==> config.mk <==
export PLATFORM = sky130hd
export DESIGN_NAME = tws_rootdiv
export DESIGN_NICKNAME = d
export VERILOG_FILES = /design/src/rtl/tws_pkg.sv /design/src/rtl/tws_rootdiv.sv
export SDC_FILE = /design/constraint.sdc
export NUM_CORES = 1
export LEC_CHECK = 0
export BUFFER_PORTS_ARGS = -buffer_cell sky130_fd_sc_hd__buf_2
export CORE_ASPECT_RATIO = 1.25
export CORE_UTILIZATION = 24
export CTS_CLUSTER_SIZE = 8
export DETAILED_ROUTE_END_ITERATION = 10
export SLEW_MARGIN = 30
export SYNTH_ARGS = -nofsm -noshare
export SYNTH_HDL_FRONTEND = slang
export SYNTH_SLANG_ARGS = --single-unit
==> constraint.sdc <==
create_clock -name clk -period 6.2 [get_ports clk]
set_input_delay 1.24 -clock clk [delete_from_list [all_inputs] [get_ports clk]]
set_output_delay 1.24 -clock clk [all_outputs]
set_load 0.02 [all_outputs]
==> src/rtl/tws_pkg.sv <==
// Shared types, constants and helpers of the thruster desaturation select block.
package tws_pkg;

  localparam int DATA_W   = 32;
  localparam int TIME_W   = 48;
  localparam int Q31_W    = 31;
  localparam int IDX_W    = 3;
  localparam int CMD_W    = 3;
  localparam int IN_TDATA_W  = 280;
  localparam int OUT_TDATA_W = 88;
  localparam int APB_AW   = 6;
  localparam int APB_DW   = 64;

  localparam int DEF_MAX_WHEELS    = 4;
  localparam int DEF_MAX_THRUSTERS = 8;
  localparam int DEF_FRAC_BITS     = 16;

  typedef enum logic [CMD_W-1:0] {
    CMD_AXIS  = 3'd0,
    CMD_THR   = 3'd1,
    CMD_CLEAR = 3'd2,
    CMD_SPEED = 3'd3,
    CMD_TICK  = 3'd4
  } cmd_t;

  typedef enum logic [2:0] {
    REG_COOLDOWN = 3'd0,
    REG_THRESH   = 3'd1,
    REG_MAX_ON   = 3'd2,
    REG_NWHEEL   = 3'd3,
    REG_NTHR     = 3'd4
  } reg_idx_t;

  typedef enum logic {
    RD_SQRT = 1'b0,
    RD_DIV  = 1'b1
  } rd_op_t;

  typedef struct packed {
    logic   start;
    rd_op_t op;
  } rd_req_t;

  typedef struct packed {
    logic busy;
    logic done;
  } rd_rsp_t;

  function automatic logic signed [DATA_W-1:0] sat32(input logic signed [63:0] x);
    logic signed [63:0] hi;
    logic signed [63:0] lo;
    hi = 64'sd2147483647;
    lo = -64'sd2147483648;
    if (x > hi) return DATA_W'(hi);
    if (x < lo) return DATA_W'(lo);
    return DATA_W'(x);
  endfunction

endpackage

==> src/rtl/tws_rootdiv.sv <==
// Iterative unit: integer square root (2 bits/step) or restoring divide (1 bit/step).
module tws_rootdiv #(
  parameter int DIV_STEPS = 32 + tws_pkg::DEF_FRAC_BITS
) (
  input  logic                        clk,
  input  logic                        rst,
  input  tws_pkg::rd_req_t            req,
  input  logic [63:0]                 opnd,
  input  logic [tws_pkg::DATA_W-1:0]  divisor,
  output tws_pkg::rd_rsp_t            rsp,
  output logic [63:0]                 result
);
  import tws_pkg::*;

  rd_op_t      op_q;
  logic        busy;
  logic        done;
  logic [5:0]  cnt;
  logic [63:0] x;
  logic [33:0] rem;
  logic [31:0] root;
  logic [31:0] dvs;

  logic [35:0] sq_sh;
  logic [35:0] sq_trial;
  logic [32:0] dv_sh;

  assign sq_sh    = {rem, x[63:62]};
  assign sq_trial = {2'b00, root, 2'b01};
  assign dv_sh    = {rem[31:0], x[63]};

  always_ff @(posedge clk) begin
    if (rst) begin
      busy <= 1'b0;
      done <= 1'b0;
    end else begin
      done <= 1'b0;
      if (req.start) begin
        busy <= 1'b1;
        cnt  <= (req.op == RD_SQRT) ? 6'd32 : 6'(DIV_STEPS);
      end else if (busy) begin
        cnt <= cnt - 6'd1;
        if (cnt == 6'd1) begin
          busy <= 1'b0;
          done <= 1'b1;
        end
      end
    end
  end

  always_ff @(posedge clk) begin
    if (req.start) begin
      op_q <= req.op;
      x    <= opnd;
      rem  <= '0;
      root <= '0;
      dvs  <= divisor;
    end else if (busy) begin
      if (op_q == RD_SQRT) begin
        x <= {x[61:0], 2'b00};
        if (sq_sh >= sq_trial) begin
          rem  <= 34'(sq_sh - sq_trial);
          root <= {root[30:0], 1'b1};
        end else begin
          rem  <= 34'(sq_sh);
          root <= {root[30:0], 1'b0};
        end
      end else begin
        if (dv_sh >= {1'b0, dvs}) begin
          rem <= 34'(dv_sh - {1'b0, dvs});
          x   <= {x[62:0], 1'b1};
        end else begin
          rem <= 34'(dv_sh);
          x   <= {x[62:0], 1'b0};
        end
      end
    end
  end

  assign rsp.busy = busy;
  assign rsp.done = done;
  assign result   = (op_q == RD_SQRT) ? 64'(root) : x;

endmodule

==> impl_metrics.tcl <==
set metrics [dict create \
    dp.final_hpwl_mm 27.7 \
    setup_viol 0 \
    cts_tree "built" \
    yosysSeqAreaShare_pct 37.8 \
    antenna_found_initial 2 \
    synth_cell_type_count 83 \
    tns_ns 0 \
    cts_hold_buf 0 \
    num_rows 90 \
    clk_path_buf_depth 2 \
    htreeDepth 4 \
    holdWs_ns 0.457 \
    synthCells 1429 \
    rsz0062_at_grt "no" \
    crit_path_end_kind "register" \
    slew_viol_final 0 \
    finalCriticalPeriod_ns 4.13 \
    grt_pass1_wl_mm 56.9 \
    synth_common_cells "229 x nand2_1, 156 x a21oi_1, 123 x o21ai_0" \
    required_ns 6.51 \
    synth_warnings 0 \
    max_slew_margin_pct 36.5 \
    synth_area_leaders "edfxtp_1 26%, dfxtp_1 12%, nand2_1 7.3%, ha_1 7.2%, a21oi_1 6.6%" \
    grt_max_degree 98 \
    postCtsSetupBuffers 0 \
    dpl.cell_count 2166 \
    p_per_area_mw_per_mm2 440 \
    crit_type "register to register" \
    synth_edf_count 103 \
    routabilityCongestion 0.894 \
    crit_path_max_fanout 29 \
    hold_class "register to register" \
    syn_nets 1598 \
    syn_avg_cell_area_um2 8.25 \
    vias 10761 \
    cts.sinks 171 \
    grt_pass1_vias 10697 \
    drive_gt1_share_pct 15.4 \
    synth_seq_cells 171 \
    power_mw 6.06 \
    syn_to_final_growth_pct 16.8 \
    wl_mm 36.6 \
    port_buffers 165 \
    initial_utilization_pct 24.3 \
    rrSetupSlack_ns 2.07 \
    drc 0 \
    critPathLaunchType "register" \
    ys.flop_type "edfxtp_1" \
    stdcell_count 2200 \
    layout_setup_ws_ns 2.07 \
    synth_top_area_share_pct 26.3 \
    fmax_mhz 242 \
    grt_use_total_pct 14.4 \
    fillers 5288 \
    postPlaceCellArea_mm2 0.0132 \
    grt_remaining_overflow 0 \
    fin_util_pct 28.4 \
    yosysMostFrequentCell "nand2_1" \
    routedWlPerCell_um 16.6 \
    viasPerCell 4.89 \
    drtIter0Drc 646 \
    status "completed" \
    worstPathArrival_ns 4.44 \
    place_ws_ns 2.17 \
    tightest_slew_ns 0.953 \
    numCtsBuffers 17 \
    chipHeight_um 250 \
    cts.reportedPaths.clkPinSlew_ns 0.08 \
    core_area_mm2 0.0484 \
    ir_drop_mv 0.436 \
    postCtsResizedCells 0 \
    skew_ns 0.0146 \
    nets 1710 \
    hold_violations 0 \
    io-pin-count 166 \
    final.period_utilization_pct 66.7 \
    yosys.area.top_type "edfxtp_1" \
    cts_root_buffer "clkbuf_16" \
    die_w_um 200 \
    ant_nets 0 \
    die_area_mm2 0.0500 \
    drt_first_pass_iters 5 \
    stdcell_area_mm2 0.0138 \
    insertion_delay_ns 0.44 \
    drv_cap 0 \
    p_leak_nw 5.60 \
    synth-async-reset-ratio_pct 0 \
    syn_area_mm2 0.0118 \
]
sequential cells by signal, indices dropped and copies added, names as in the netlist:
register,count
x,64
rem,34
dvs,32
root,32
cnt,6
busy,1
done,1
op_q,1
cell type report:
type / instances / area (um^2) / share of cell area [%]
clock inverters: 14 / 133 / 0.964
inverters: 95 / 357 / 2.59
multi-input cells: 1080 / 6650 / 48.3
diodes: 2 / 5.00 / 0.0364
clock buffers: 18 / 439 / 3.19
repair buffers: 176 / 915 / 6.65
well taps: 644 / 806 / 5.86
flip-flops and latches: 171 / 4450 / 32.4
cell families after synthesis:
family                   Yosys count  synth area share, %
AO/OA/AOI/OAI                    503                 27.1
AND/OR/NAND/NOR                  437                 16.4
buffers and inverters            178                 5.89
flip-flops                       171                 37.8
adder cells (fa/ha/maj)           69                 7.39
XOR/XNOR                          61                 4.53
multiplexers                      10                0.892
routing by layer:
layer	routed length (um)	vias up	track usage [%]	part of all wire [%]
met5	0	-	0	0
met4	1150	0	5.76	3.2
met1	14800	5084	15.7	40
li1	-	5332	-	-
met3	1260	71	2.26	3.5
met2	19400	274	27.3	53
path summary, 6_finish.rpt:
kind,from,to,cells past startpoint
hold reg to reg,root[31],root[31],2
hold / removal,root[31],root[31],2
setup / recovery,x[63],rem[2],13
setup reg to reg,x[63],rem[2],13
worst max-delay path, cell delays in order (launching register included):
cell       delay [ns]
edfxtp_1         0.43
inv_1            0.18
ha_1             0.21
inv_1            0.07
fa_1             0.40
a21o_1           0.21
a221o_1          0.39
o211ai_2         0.31
a2111oi_4        0.12
o21ai_2          0.66
buf_4            0.43
mux2_2           0.37
o21ai_1          0.13
o32ai_1          0.09
power by group:
part           switching, mW  internal (mW)  leakage (nW)  total [mW]
Combinational           2.07           1.36          3.74        3.44
Sequential             0.191           1.36          1.59        1.55
Clock                  0.501          0.573         0.272        1.07
layout by cell type, fill, tap and decap left out, types with 3 or more instances in the layout:
cell type   synthesis  final
nand2_1           229    228
buf_2               9    164
a21oi_1           156    155
o21ai_0           123    123
edfxtp_1          103    103
inv_1              94     93
nor2_1             89     89
ha_1               68     68
dfxtp_1            68     68
xor2_1             34     34
and2_1             32     32
a21boi_0           32     32
o21ai_1            31     31
a21o_1             29     29
xnor2_1            27     27
a211oi_1           17     17
nand3_1            17     17
clkbuf_16           0     17
nand4_1            16     16
nor3_1             13     13
o21bai_1           12     12
o21a_1             11     11
buf_4               4     11
a22oi_1            10     10
o211ai_1           10     10
o32ai_1             9      9
nand2b_1            8      8
nor2b_1             9      7
o221ai_1            6      6
mux2i_1             6      6
o31ai_1             6      6
inv_6               0      6
a31oi_1             5      5
and3_1              4      4
a221oi_1            4      4
o2111ai_1           4      4
nor4_1              3      3
nor2b_2             1      3
or3_1               3      3
clkinvlp_4          0      3
No activity file was read; power rests on OpenSTA's default activity.
