### config.mk
export PLATFORM = sky130hd
export DESIGN_NAME = tws_mul
export DESIGN_NICKNAME = d
export VERILOG_FILES = /design/src/rtl/tws_pkg.sv /design/src/rtl/tws_mul.sv
export SDC_FILE = /design/constraint.sdc
export NUM_CORES = 2
export LEC_CHECK = 0
export BUFFER_PORTS_ARGS = -buffer_cell sky130_fd_sc_hd__buf_2
export CAP_MARGIN = 20
export CORE_ASPECT_RATIO = 0.7
export CORE_MARGIN = 8
export CORE_UTILIZATION = 55
export CTS_BUF_LIST = sky130_fd_sc_hd__clkbuf_2
export CTS_CLUSTER_SIZE = 28
export DETAILED_ROUTE_END_ITERATION = 8
export PLACE_DENSITY = 0.75
export SLEW_MARGIN = 20
export SYNTH_ARGS = -nofsm -noshare
export SYNTH_HDL_FRONTEND = slang
export SYNTH_SLANG_ARGS = --single-unit
### constraint.sdc
create_clock -name clk -period 7.2 [get_ports clk]
set_clock_uncertainty 0.2 [all_clocks]
set_input_delay 0.36 -clock clk [delete_from_list [all_inputs] [get_ports clk]]
set_output_delay 0.36 -clock clk [all_outputs]
set_load 0.05 [all_outputs]
### src/rtl/tws_pkg.sv
// Shared types, constants and helpers of the thruster desaturation select block.
package tws_pkg;

  localparam int DATA_W   = 32;
  localparam int TIME_W   = 48;
  localparam int Q31_W    = 31;
  localparam int IDX_W    = 3;
  localparam int CMD_W    = 3;
  localparam int IN_TDATA_W  = 280;
  localparam int OUT_TDATA_W = 88;
  localparam int APB_AW   = 6;
  localparam int APB_DW   = 64;

  localparam int DEF_MAX_WHEELS    = 4;
  localparam int DEF_MAX_THRUSTERS = 8;
  localparam int DEF_FRAC_BITS     = 16;

  typedef enum logic [CMD_W-1:0] {
    CMD_AXIS  = 3'd0,
    CMD_THR   = 3'd1,
    CMD_CLEAR = 3'd2,
    CMD_SPEED = 3'd3,
    CMD_TICK  = 3'd4
  } cmd_t;

  typedef enum logic [2:0] {
    REG_COOLDOWN = 3'd0,
    REG_THRESH   = 3'd1,
    REG_MAX_ON   = 3'd2,
    REG_NWHEEL   = 3'd3,
    REG_NTHR     = 3'd4
  } reg_idx_t;

  typedef enum logic {
    RD_SQRT = 1'b0,
    RD_DIV  = 1'b1
  } rd_op_t;

  typedef struct packed {
    logic   start;
    rd_op_t op;
  } rd_req_t;

  typedef struct packed {
    logic busy;
    logic done;
  } rd_rsp_t;

  function automatic logic signed [DATA_W-1:0] sat32(input logic signed [63:0] x);
    logic signed [63:0] hi;
    logic signed [63:0] lo;
    hi = 64'sd2147483647;
    lo = -64'sd2147483648;
    if (x > hi) return DATA_W'(hi);
    if (x < lo) return DATA_W'(lo);
    return DATA_W'(x);
  endfunction

endpackage

### src/rtl/tws_mul.sv
// Shared signed 32x32 multiplier with registered product and floor-shifted Q result.
module tws_mul #(
  parameter int FRAC_BITS = tws_pkg::DEF_FRAC_BITS
) (
  input  logic                              clk,
  input  logic signed [tws_pkg::DATA_W-1:0] a,
  input  logic signed [tws_pkg::DATA_W-1:0] b,
  output logic signed [63:0]                prod_full,
  output logic signed [63-FRAC_BITS:0]      prod_q
);
  import tws_pkg::*;

  always_ff @(posedge clk) begin
    prod_full <= a * b;
  end

  // arithmetic shift = floor toward minus infinity
  assign prod_q = (64 - FRAC_BITS)'(prod_full >>> FRAC_BITS);

endmodule

==> reports/summary.log <==
[run_status] run status finished, final reports clean
[floorplanning] Core Box Area 67900 um^2
[cts] H-Tree Depth 3
[global_routing] maximum number of pins on one net before global-route repair 29
[synthesis] count of warnings emitted by yosys 0
[global_routing] Overflow after GRT 0
[finish] max FFs per register 64
[floorplanning] die outline width 329 um
[critical_path] arrival time of the worst setup path 7.50 ns
[finish] register with the most flip-flops prod_full
[detailed_routing] Routed WL per cell 20.4 um
[floorplanning] total die area 77100 um^2
[synthesis] most frequent cells after synthesis 1082 x sky130_fd_sc_hd__fa_1, 952 x sky130_fd_sc_hd__inv_1, 516 x sky130_fd_sc_hd__and2_1, 511 x sky130_fd_sc_hd__nand2_1, 195 x sky130_fd_sc_hd__clkbuf_1
[flow_run] number of max-cap violations 0
[critical_path] worst setup path start b[17]
[synthesis] area of the mapped netlist 37600 um^2
[floorplanning] initial core utilization 0.554
[detailed_routing] detail-routed via count per cell 5.25
[finish] multi-input logic area 32000 um^2
[sta] Final Cycle Share 0.984
[synthesis] synthesized flop and latch total 64
[detailed_routing] Pre-Repair DR Iteration Count 6
[placed_design] detailed-placement wirelength estimate 96800 um
[sta] number of pins with negative max-slew slack in the final report 0
[synthesis] average instance area after synthesis 9.56 um^2
[global_routing] Global Route Usage Sum 0.288
[critical_path] data required time at the worst endpoint 7.61 ns
[finish] nets 5681
[detailed_routing] total number of vias 27600
[cts] Clock Sink Count 64
[synthesis] proportion of netlist area held by the largest area contributor 0.576
[synthesis] portion of the post-synthesis area used by sequential elements 0.0341
[critical_path] Max Fanout on Critical Path 10
[sta] Relative slew margins 0.538
[cts] TritonCTS Buffers 9
[global_routing] number of global-route vias before repair 29800
[finish] final instance count without filler cells 5259
[synthesis] Distinct cells, synth 64
[detailed_routing] Total Routed Length 107000 um
[synthesis] number of nets produced by synthesis 5263
[placed_design] routability congestion estimate 0.963
[worst_hold_path] instance count along the most critical hold path 4
[synthesis] cells after synthesis 3932
[synthesis] number of enable flip-flop cells after synthesis 0
[detailed_routing] detailed-route DRC error count 0
[sta] Final TNS setup 0 ns
[critical_path] termination of the worst setup path prod_full[60]
[sta] setup repair after global routing missed its margin yes
[floorplanning] site row count 80
[finish] growth of design area from synthesis to finish 14.4%
[floorplanning] die boundary height 235 um
[synthesis] cell type with the largest total area after synthesis sky130_fd_sc_hd__fa_1
[finish] Filler cells 5335
[critical_path] crit end category register
[floorplanning] I/O Pins 177
[critical_path] Critical Path Start Type input port
[placed_design] IO buf count 176
[synthesis] ys async rst share 0
[cts] clock-pin slew of the registers on the worst-case setup and hold paths 0.20 ns
[synthesis] prevailing post-synth register cell sky130_fd_sc_hd__dfxtp_1
[finish] ratio of cells with drive above 1 in the final layout 0.176
[critical_path] startpoint-to-endpoint class of the critical path input port to register
[global_routing] global-route wire length before repair 172000 um
[sta] final hold vios 0
[worst_hold_path] path category of the worst min-delay check input port to register
[detailed_routing] starting DRC count in detailed routing 2603
[sta] final critical-path required period 7.08 ns
[cts] clock tree from TritonCTS built
[cts] clock root buffer sky130_fd_sc_hd__clkbuf_2
[global_routing] initial antenna violation count 4
[sta] highest achievable clock rate 141 MHz
[sta] setup-violating endpoint count in the final report 0
[synthesis] top area cells in the synthesized netlist sky130_fd_sc_hd__fa_1 58%, sky130_fd_sc_hd__inv_1 9.5%, sky130_fd_sc_hd__and2_1 8.6%
[finish] largest registers prod_full: 64 flops
[synthesis] most used standard cell by instance count after synthesis sky130_fd_sc_hd__fa_1
[cts] clock buffer depth 2
[sta] transition time of the tightest slew-check pin 0.692 ns
[detailed_routing] antenna-violating nets left 0
[worst_hold_path] Hold Path Origin b[1]
[finish] storage element area 1280 um^2
[placed_design] count of placed standard cells including taps 5234
==> how the worst min path moves through the flow <==
stage,end,slack (ns)
3_3_place_gp,prod_full[11],0.63
3_5_place_dp,prod_full[13],0.63
2_1_floorplan,prod_full[0],0.29
6_report,prod_full[1],0.21
4_1_cts,prod_full[1],0.07
5_1_grt,prod_full[1],0.12
==> layout by cell type, fill, tap and decap left out, types with 4 or more instances in the layout <==
master and instances:
sky130_fd_sc_hd__and3_1 6, sky130_fd_sc_hd__a31oi_1 10, sky130_fd_sc_hd__ha_1 174, sky130_fd_sc_hd__o21ai_0 27
sky130_fd_sc_hd__a211oi_1 4, sky130_fd_sc_hd__a21o_1 23, sky130_fd_sc_hd__buf_4 459, sky130_fd_sc_hd__nor2_1 42
sky130_fd_sc_hd__dfxtp_1 64, sky130_fd_sc_hd__nor3_1 4, sky130_fd_sc_hd__buf_2 137, sky130_fd_sc_hd__nand4_1 7
sky130_fd_sc_hd__clkbuf_4 22, sky130_fd_sc_hd__clkbuf_2 10, sky130_fd_sc_hd__nand2_1 508, sky130_fd_sc_hd__o21a_1 4
sky130_fd_sc_hd__inv_1 947, sky130_fd_sc_hd__o31ai_1 4, sky130_fd_sc_hd__nand2b_1 9, sky130_fd_sc_hd__inv_2 4
sky130_fd_sc_hd__buf_12 24, sky130_fd_sc_hd__fa_2 31, sky130_fd_sc_hd__xnor2_1 53, sky130_fd_sc_hd__a21oi_2 11
sky130_fd_sc_hd__and2_1 513, sky130_fd_sc_hd__a21oi_1 57, sky130_fd_sc_hd__ha_4 10, sky130_fd_sc_hd__nand3_1 15
sky130_fd_sc_hd__o21bai_1 15, sky130_fd_sc_hd__buf_6 12, sky130_fd_sc_hd__fa_1 1051, sky130_fd_sc_hd__xor2_1 21
==> kinds of logic after synthesis <==
family / after synthesis / share of synthesized area
AO/OA/AOI/OAI: 193 / 0.0343
AND/OR/NAND/NOR: 1134 / 0.152
buffers and inverters: 1200 / 0.125
flip-flops: 64 / 0.0341
adder cells (fa/ha/maj): 1266 / 0.637
XOR/XNOR: 75 / 0.0175
==> timing repair <==
action / in CTS / in global routing
hold buffers: 1 / 0
buffers inserted: 0 / 6
pin swaps: 0 / 41
resized for setup: 1 / 121
gates cloned: 0 / 0
hold endpoints to repair: 1 / 0
endpoints found under the setup margin: 1 / 20
==> layer usage <==
layer | global-route usage | routed length [um]
met1 | 0.433 | 46200
met2 | 0.353 | 39800
met4 | 0.0343 | 1020
met5 | 0 | 0
met3 | 0.183 | 20100
==> cell type report <==
| class | count | area share |
|---|---|---|
| antenna | 3 | 0.000174 |
| clock buffer | 10 | 0.00116 |
| clock inverter | 5 | 0.00192 |
| inverter | 952 | 0.0831 |
| multi-input combinational | 2668 | 0.743 |
| sequential | 64 | 0.0298 |
| tap | 902 | 0.0262 |
| timing repair buffer | 655 | 0.114 |
==> metrics by stage <==
step           cell area (um^2)   util  hold slack, ns  setup slack (ns)
4_1_cts                   42600  0.628          0.0704            0.0268
2_1_floorplan             37800      -           0.287            -0.350
5_1_grt                   43000  0.634           0.122           -0.0109
3_5_place_dp              42500  0.626           0.632            -0.797
3_3_place_gp              42500  0.626           0.630            -0.788
6_report                  43000  0.634           0.206             0.116
==> critical path, cell delays in order <==
cell and delay (ns):
sky130_fd_sc_hd__clkbuf_4 0.20, sky130_fd_sc_hd__buf_4 0.19, sky130_fd_sc_hd__buf_4 0.16, sky130_fd_sc_hd__and2_1 0.17
sky130_fd_sc_hd__fa_1 0.47, sky130_fd_sc_hd__fa_1 0.50, sky130_fd_sc_hd__inv_1 0.05, sky130_fd_sc_hd__fa_1 0.46
sky130_fd_sc_hd__fa_1 0.51, sky130_fd_sc_hd__fa_1 0.43, sky130_fd_sc_hd__inv_1 0.16, sky130_fd_sc_hd__fa_1 0.47
sky130_fd_sc_hd__fa_1 0.60, sky130_fd_sc_hd__inv_1 0.07, sky130_fd_sc_hd__fa_1 0.48, sky130_fd_sc_hd__inv_1 0.05
sky130_fd_sc_hd__ha_1 0.30, sky130_fd_sc_hd__a21oi_1 0.17, sky130_fd_sc_hd__o21ai_0 0.12, sky130_fd_sc_hd__a21oi_1 0.22
sky130_fd_sc_hd__o221a_2 0.26, sky130_fd_sc_hd__o22a_1 0.12, sky130_fd_sc_hd__o211ai_1 0.08, sky130_fd_sc_hd__buf_4 0.16
sky130_fd_sc_hd__a2111oi_2 0.34, sky130_fd_sc_hd__o21bai_1 0.10, sky130_fd_sc_hd__a21oi_1 0.16, sky130_fd_sc_hd__xnor2_1 0.13
Power is left out: the tool's default activity adds up to more than one toggle a clock period on the data nets, which glitch-free logic cannot reach.
